`src/rtl/core/tpt_pkg.sv`:
```
// shared types and constants for the tlb and page table translation block
// no dependencies; imported by the top level and its port checker

package tpt_pkg;

    localparam int ADDR_W = 16;
    localparam int CNT_W  = 32;

    localparam int TLB_ENTRIES_DEF  = 16;
    localparam int PAGE_COUNT_DEF   = 256;
    localparam int OFFSET_WIDTH_DEF = 8;

    typedef enum logic [1:0] {
        ST_CLEAR,
        ST_IDLE,
        ST_CALC,
        ST_LOOKUP
    } tpt_state_t;

endpackage

```
`src/rtl/core/tlb_page_table_translate.sv`:
```
// translates logical addresses through a fully associative tlb and a page table memory
// depends on tpt_pkg

// Each transaction runs these steps: the page number is reduced modulo PAGE_COUNT by a
// reciprocal multiply registered at acceptance and corrected in ST_CALC, which also
// addresses the synchronous page table read; ST_LOOKUP then searches the tlb, allocates a
// frame on a fault, writes the page table back and updates the tlb and counters. busy is
// low in the cycle the result is shown, so a new transaction may start then, and not
// while one is still in flight. done is high for exactly one cycle, and the result is
// held on the output ports until the next lookup; the receiver cannot stall it and must
// take it then. The counts are also held between transactions. After reset the block
// clears the page table present bits, one entry a cycle, with busy high until all are done.
module tlb_page_table_translate #(
    parameter int TLB_ENTRIES  = tpt_pkg::TLB_ENTRIES_DEF,
    parameter int PAGE_COUNT   = tpt_pkg::PAGE_COUNT_DEF,
    parameter int OFFSET_WIDTH = tpt_pkg::OFFSET_WIDTH_DEF
) (
    input  logic                       clk,
    input  logic                       rst_n,
    input  logic                       start,
    input  logic [tpt_pkg::ADDR_W-1:0] logical_address,
    output logic                       busy,
    output logic                       done,
    output logic [tpt_pkg::ADDR_W-1:0] physical_address,
    output logic                       tlb_hit,
    output logic                       page_fault,
    output logic [tpt_pkg::CNT_W-1:0]  hit_count,
    output logic [tpt_pkg::CNT_W-1:0]  fault_count,
    output logic [tpt_pkg::CNT_W-1:0]  address_count
);
    import tpt_pkg::*;

    localparam int VPN_W = ADDR_W - OFFSET_WIDTH;
    localparam int VW    = (VPN_W > 0) ? VPN_W : 1;
    localparam int PW    = $clog2(PAGE_COUNT);
    localparam int TW    = (TLB_ENTRIES > 1) ? $clog2(TLB_ENTRIES) : 1;
    localparam int SH    = VW + PW;
    localparam int PRW   = VW + SH;
    localparam int RW    = VW + PW + 1;
    localparam logic [SH-1:0] RECIP = SH'((64'd1 << SH) / PAGE_COUNT);
    localparam logic [PW-1:0] PAGE_LAST = PW'(PAGE_COUNT - 1);
    localparam logic [TW-1:0] SLOT_LAST = TW'(TLB_ENTRIES - 1);

    tpt_state_t state_reg, state_next;

    logic [PW-1:0]           clr_cnt_reg;
    logic [PRW-1:0]          prod_reg;
    logic [VW-1:0]           vpn_reg;
    logic [OFFSET_WIDTH-1:0] offset_reg;
    logic [PW-1:0]           page_reg;

    // page table: present bit above the frame number
    logic [PW:0]             pt_mem [PAGE_COUNT];
    logic [PW:0]             pt_rdata_reg;
    logic [PW-1:0]           mem_addr;
    logic                    mem_we;
    logic [PW:0]             mem_wdata;

    logic [PW-1:0]           tlb_page_reg  [TLB_ENTRIES];
    logic [PW-1:0]           tlb_frame_reg [TLB_ENTRIES];
    logic [TLB_ENTRIES-1:0]  tlb_valid_reg;
    logic [TW-1:0]           fill_slot_reg;
    logic [PW-1:0]           free_frame_reg;

    logic [CNT_W-1:0]        hits_reg;
    logic [CNT_W-1:0]        faults_reg;
    logic [CNT_W-1:0]        xlates_reg;

    logic                    done_reg;
    logic [ADDR_W-1:0]       phys_reg;
    logic                    hit_reg;
    logic                    fault_reg;

    logic                    accept;
    logic [VW-1:0]           vpn_in;
    logic [VW-1:0]           q_est;
    logic [RW-1:0]           qp;
    logic [RW-1:0]           diff;
    logic [PW-1:0]           page_calc;
    logic                    hit;
    logic [PW-1:0]           hit_frame;
    logic                    fault;
    logic [PW-1:0]           frame;

    assign accept = start && (state_reg == ST_IDLE);
    assign vpn_in = VW'(logical_address >> OFFSET_WIDTH);

    // page modulo PAGE_COUNT: quotient estimate is exact or one low
    assign q_est = prod_reg[PRW-1:SH];
    assign qp    = RW'(q_est) * RW'(PAGE_COUNT);
    assign diff  = RW'(vpn_reg) - qp;
    assign page_calc = (diff >= RW'(PAGE_COUNT)) ? PW'(diff - RW'(PAGE_COUNT)) : PW'(diff);

    // lowest valid matching entry wins
    always_comb
    begin
        hit       = 1'b0;
        hit_frame = '0;
        for (int i = TLB_ENTRIES - 1; i >= 0; i--)
        begin
            if (tlb_valid_reg[i] && (tlb_page_reg[i] == page_reg))
            begin
                hit       = 1'b1;
                hit_frame = tlb_frame_reg[i];
            end
        end
    end

    always_comb
    begin
        fault = !hit && !pt_rdata_reg[PW];
        if (hit)
            frame = hit_frame;
        else if (pt_rdata_reg[PW])
            frame = pt_rdata_reg[PW-1:0];
        else
            frame = free_frame_reg;
    end

    always_comb
    begin
        state_next = state_reg;
        mem_addr   = page_reg;
        mem_we     = 1'b0;
        mem_wdata  = {1'b1, free_frame_reg};
        unique case (state_reg)
            ST_CLEAR:
            begin
                mem_addr  = clr_cnt_reg;
                mem_we    = 1'b1;
                mem_wdata = '0;
                if (clr_cnt_reg == PAGE_LAST)
                    state_next = ST_IDLE;
            end
            ST_IDLE:
            begin
                if (start)
                    state_next = ST_CALC;
            end
            ST_CALC:
            begin
                mem_addr   = page_calc;
                state_next = ST_LOOKUP;
            end
            ST_LOOKUP:
            begin
                mem_we     = fault;
                state_next = ST_IDLE;
            end
            default:
            begin
                state_next = ST_CLEAR;
            end
        endcase
    end

    always_ff @(posedge clk or negedge rst_n)
    begin
        if (!rst_n)
            state_reg <= ST_CLEAR;
        else
            state_reg <= state_next;
    end

    always_ff @(posedge clk or negedge rst_n)
    begin
        if (!rst_n)
            clr_cnt_reg <= '0;
        else if (state_reg == ST_CLEAR)
            clr_cnt_reg <= clr_cnt_reg + PW'(1);
    end

    always_ff @(posedge clk)
    begin
        if (mem_we)
            pt_mem[mem_addr] <= mem_wdata;
        pt_rdata_reg <= pt_mem[mem_addr];
    end

    always_ff @(posedge clk)
    begin
        if (accept)
        begin
            prod_reg   <= PRW'(vpn_in) * PRW'(RECIP);
            vpn_reg    <= vpn_in;
            offset_reg <= logical_address[OFFSET_WIDTH-1:0];
        end
        if (state_reg == ST_CALC)
            page_reg <= page_calc;
        if (state_reg == ST_LOOKUP)
        begin
            phys_reg  <= ADDR_W'((32'(frame) << OFFSET_WIDTH) + 32'(offset_reg));
            hit_reg   <= hit;
            fault_reg <= fault;
            if (!hit)
            begin
                tlb_page_reg[fill_slot_reg]  <= page_reg;
                tlb_frame_reg[fill_slot_reg] <= frame;
            end
        end
    end

    always_ff @(posedge clk or negedge rst_n)
    begin
        if (!rst_n)
        begin
            tlb_valid_reg  <= '0;
            fill_slot_reg  <= '0;
            free_frame_reg <= '0;
            hits_reg       <= '0;
            faults_reg     <= '0;
            xlates_reg     <= '0;
            done_reg       <= 1'b0;
        end
        else
        begin
            done_reg <= (state_reg == ST_LOOKUP);
            if (state_reg == ST_LOOKUP)
            begin
                xlates_reg <= xlates_reg + CNT_W'(1);
                if (hit)
                    hits_reg <= hits_reg + CNT_W'(1);
                else
                begin
                    tlb_valid_reg[fill_slot_reg] <= 1'b1;
                    fill_slot_reg <= (fill_slot_reg == SLOT_LAST) ? '0
                                                                  : fill_slot_reg + TW'(1);
                end
                if (fault)
                begin
                    faults_reg     <= faults_reg + CNT_W'(1);
                    free_frame_reg <= (free_frame_reg == PAGE_LAST) ? '0
                                                                    : free_frame_reg + PW'(1);
                end
            end
        end
    end

    assign busy             = (state_reg != ST_IDLE);
    assign done             = done_reg;
    assign physical_address = phys_reg;
    assign tlb_hit          = hit_reg;
    assign page_fault       = fault_reg;
    assign hit_count        = hits_reg;
    assign fault_count      = faults_reg;
    assign address_count    = xlates_reg;

endmodule

```
`config.mk`:
```
export PLATFORM = sky130hd
export DESIGN_NAME = tlb_page_table_translate
export DESIGN_NICKNAME = d
export VERILOG_FILES = /design/src/rtl/core/tpt_pkg.sv /design/src/rtl/core/tlb_page_table_translate.sv
export SDC_FILE = /design/constraint.sdc
export NUM_CORES = 2
export LEC_CHECK = 0
export BUFFER_PORTS_ARGS = -buffer_cell sky130_fd_sc_hd__buf_4
export CORE_ASPECT_RATIO = 1.1
export CORE_UTILIZATION = 35
export DETAILED_ROUTE_END_ITERATION = 8
export SLEW_MARGIN = 20
export SYNTH_ARGS = -nofsm -noshare
export SYNTH_HDL_FRONTEND = slang
export SYNTH_SLANG_ARGS = --single-unit
```
`constraint.sdc`:
```
create_clock -name clk -period 11.95 [get_ports clk]
set_input_delay 1.7925 -clock clk [delete_from_list [all_inputs] [get_ports clk]]
set_output_delay 1.7925 -clock clk [all_outputs]
set_load 0.05 [all_outputs]
```
==> results.md <==
Clock tree:
- After clock tree synthesis, the clock-pin slew on the worst setup and hold paths is 60 ps.
- The latest clock arrival within the worst-skew pair is 890 ps.
- TritonCTS built the clock tree.
- After clock tree synthesis, the setup repair step added 0 buffers.
- The post-cts hold buffer count is 0.
- In this run, post-CTS repair resized a total of 0 instances.
- The clock tree synthesis step divided the H-tree into 5 levels.
- The clock passes through at most 4 buffers.
- The clock sink count is 2746.
- Buffers inserted during clock tree synthesis total 287.
- The master cell of the clock root buffer is clkbuf_16.

Die:
- In this run the core area contains 216 standard-cell rows.
- The initial core utilization is 35.16%.
- The core region is 314300 µm².
- The die outline width is 537.7 µm.
- The die footprint is 318000 µm².
- The I/O pin count is 135.
- Measured along the y axis, the die boundary spans 591.3 µm.

Final layout:
- The area added between synthesis and finish is 13.31%.
- The number of nets at the end of the flow is 8318.
- The filler cells instantiated in the layout total 28.82k.
- The share of cells above drive strength 1 is 10.18%.
- Once layout is complete, the utilization of the core stands at 39.84%.
- The register with the most flip-flops in the layout has 2304 of them.
- The final instance count without filler cells is 12.65k.

Routing:
- The routed wirelength normalized by instance count is 27.51 µm.
- The residual antenna-violating net count after detailed routing is 0.
- The count of vias placed by the detailed router is 72.07k.
- The number of DRC markers after the initial detailed-route iteration is 10.51k.
- The post-detailed-routing wire length is 347800 µm.
- The number of iterations in the first detailed-routing pass is 9.
- In the routed layout, each cell is associated on average with a via count of 5.699.
- In the routed design, unresolved DRC markers number 0.

STA:
- The count of final max-slew check failures was 0.
- The ratio of final minimum period to clock period is 57.42%.
- The time the worst path needs with I/O delays and setup is 6862 ps.
- The hold violation total from the final report is 0.
- The maximum achievable frequency is 145.7 MHz.
- Headroom to the max-slew limit came out at 12.53%.
- At the pin with the least slew margin, the transition time is 1312 ps.
- Setup repair after global routing left no endpoint under its margin.
- The setup-violating endpoint count in the final report is 0.
- On the final layout, the worst clock skew is 108.6 ps.
- Adding up every negative setup slack in the final design gives 0 ps.

Setup path:
- Following the worst setup path forward leads to its endpoint at pt_rdata_reg[7].
- The worst setup path is of the reg2reg kind.
- For the worst setup path, the data arrival time is 7590 ps.
- Counting cells, the worst reg-to-reg path comes to 13.
- The worst register-to-register path begins at state_reg[0].
- The worst-path maximum fanout is 108.
- Tracing the worst setup path back leads to its startpoint at state_reg[0].
- The required time of the critical path is 12680 ps.
- The endpoint of the worst register-to-register path is pt_rdata_reg[7].
- For flop-to-flop paths, the worst setup slack is 5090 ps.
- The critical path endpoint category is a register.
- The kind of start point of the critical path is a register.

Pwr:
- Summed over all cells, the static leakage comes to 41.87 nW.
- The completed layout was analyzed and its total power is 32.35 mW.
- The total power density per cell area is 258.4 nW/µm².
- The maximum ir drop on the vdd rail is 0.0002818 V.

GRT:
- The number of antenna violations at the first check in global routing came to 20.
- The pin count of the biggest net entering global routing is 185.
- The via count of the first global-routing pass was 68.55k.
- Global routing used 21.27% of the available tracks.
- The total overflow left after global routing is 0.
- The first global-routing pass estimated 496600 µm of wire.

Yosys:
- The proportion of synthesized flip-flops having asynchronous set or reset is 4.916%.
- The mean instance size in the synthesized netlist is 13.43 µm².
- The mapped netlist covers 110500 µm².
- The largest total area in the synthesized netlist belongs to edfxtp_1.
- The sequential-to-total area share from yosys stat is 73.93%.
- After synthesis, the cell types taking the most area are edfxtp_1 71%, nand2_1 7.2%, nand3_1 3.1%.
- Counting every instance in the synthesized netlist gives 8226.
- The commonest register cell after synthesis is edfxtp_1.
- The synthesized design contains 2746 register bits.
- Yosys printed 0 warnings.
- The count of cell types in the netlist is 69.
- The portion of synthesized cell area occupied by the leading cell type is 70.71%.
- Counting flops with a built-in enable in the synthesized netlist gives 2602.
- The number of nets in the synthesized netlist is 8258.

Place:
- The port buffer count is 134.
- Once placement completed, the tool counted placed cells totaling 12.14k.
- The post-detailed-placement half-perimeter wirelength is 206100 µm.
- The weighted congestion reported at the end of routability-driven placement is 0.9092.

Outcome:
- The flow ran to the end, and the final reports show no timing, DRC or antenna violations.

Worst hold path:
- The worst hold path belongs to the class reg2reg.

Flow run:
- The tool flagged a number of max-cap violations equal to 0.
kinds of logic after synthesis:
group	Yosys count	share of synthesized area, %
simple gates	3714	14.57
flops	2746	73.93
mux	88	1.001
compound gates	865	6.091
buf+inv	568	2.421
xor+xnor	232	1.839
fa+ha+maj	13	0.1472
synth_stat cells, types with 61 or more instances:
cell	number
buf_2	272
xnor2_1	186
a31oi_1	103
nor2_1	361
a211oi_1	109
clkbuf_1	199
a311oi_1	373
nand2_1	2130
edfxtp_1	2602
mux2i_1	61
nand3_1	685
nor3_1	90
dfrtp_1	135
and3_1	261
final cells by class:
cell class                 instances  area, µm²  area share, %
clock inverter                   134       1219         0.9733
timing repair buffer             318       2676          2.137
sequential                      2746      81690          65.25
antenna                            4      10.01       0.007994
clock buffer                     368       7766          6.203
multi-input combinational       4912      26580          21.23
inverter                          21      86.33        0.06895
tap                             4142       5182          4.139
per-layer routing:
layer	global-route usage, %	up-vias	wire, µm
met3	4.770	808	36890
met5	0	-	161
li1	-	30770	-
met2	33.32	4179	159800
met1	27.61	36280	130600
met4	11.00	22	20390
cells in the final DEF (no fill, tap or decap), drive strengths merged, types with 9 or more instances in the layout:
cell / synthesis / layout
edfxtp: 2602 / 2602
nand2: 2141 / 2141
nand3: 685 / 685
a311oi: 373 / 373
clkbuf: 199 / 368
nor2: 361 / 361
buf: 348 / 318
and3: 261 / 261
xnor2: 186 / 186
dfrtp: 135 / 135
a211oi: 109 / 109
a31oi: 103 / 103
clkinv: 0 / 96
nor3: 95 / 95
mux2i: 61 / 61
nand4: 60 / 60
a21oi: 56 / 56
a32oi: 50 / 50
xor2: 46 / 46
o21ai: 45 / 45
inv: 21 / 34
nor4: 32 / 32
o22ai: 21 / 21
bufinv: 0 / 18
mux4: 17 / 17
or2: 17 / 17
a221oi: 16 / 16
or3: 14 / 14
and2: 14 / 14
ha: 13 / 13
a22oi: 11 / 11
o31ai: 11 / 11
mux2: 10 / 10
nor2b: 10 / 10
dfxtp: 9 / 9
a21o: 9 / 9
a2111oi: 9 / 9
worst min path at each step:
stage,startpoint,endpoint,cells past startpoint
after global routing,offset_reg[4],physical_address[4],0
after CTS,offset_reg[4],physical_address[4],0
final,offset_reg[4],physical_address[4],0
after detailed placement,offset_reg[4],physical_address[4],0
after global placement,offset_reg[7],physical_address[7],0
after floorplan,offset_reg[0],physical_address[0],0
metrics by stage:
step / setup WS, ps / area [µm²] / hold WS, ps
after floorplan: 3229 / 110500 / 400.3
after global placement: 4998 / 116000 / 406.1
after detailed placement: 5448 / 116200 / 404.5
after CTS: 5452 / 125200 / 418.8
after global routing: 4901 / 125200 / 430.7
final: 5088 / 125200 / 417.3
worst max-delay path, cell delays in order, from the launching register on:
cell and delay [ps]:
dfrtp_1 410, inv_1 120, ha_1 730, or3b_4 550
buf_4 460, and2_4 650, buf_12 450, buf_4 800
nand3_1 140, a311oi_1 370, a31oi_1 180, a2111oi_1 1170
and3_1 270, nand3_1 90
report_power, final:
group	internal [mW]	switching (mW)
clock network	4.99	3.76
logic	2.79	9.01
registers	11.6	0.215
No activity file was read; power rests on OpenSTA's default activity.
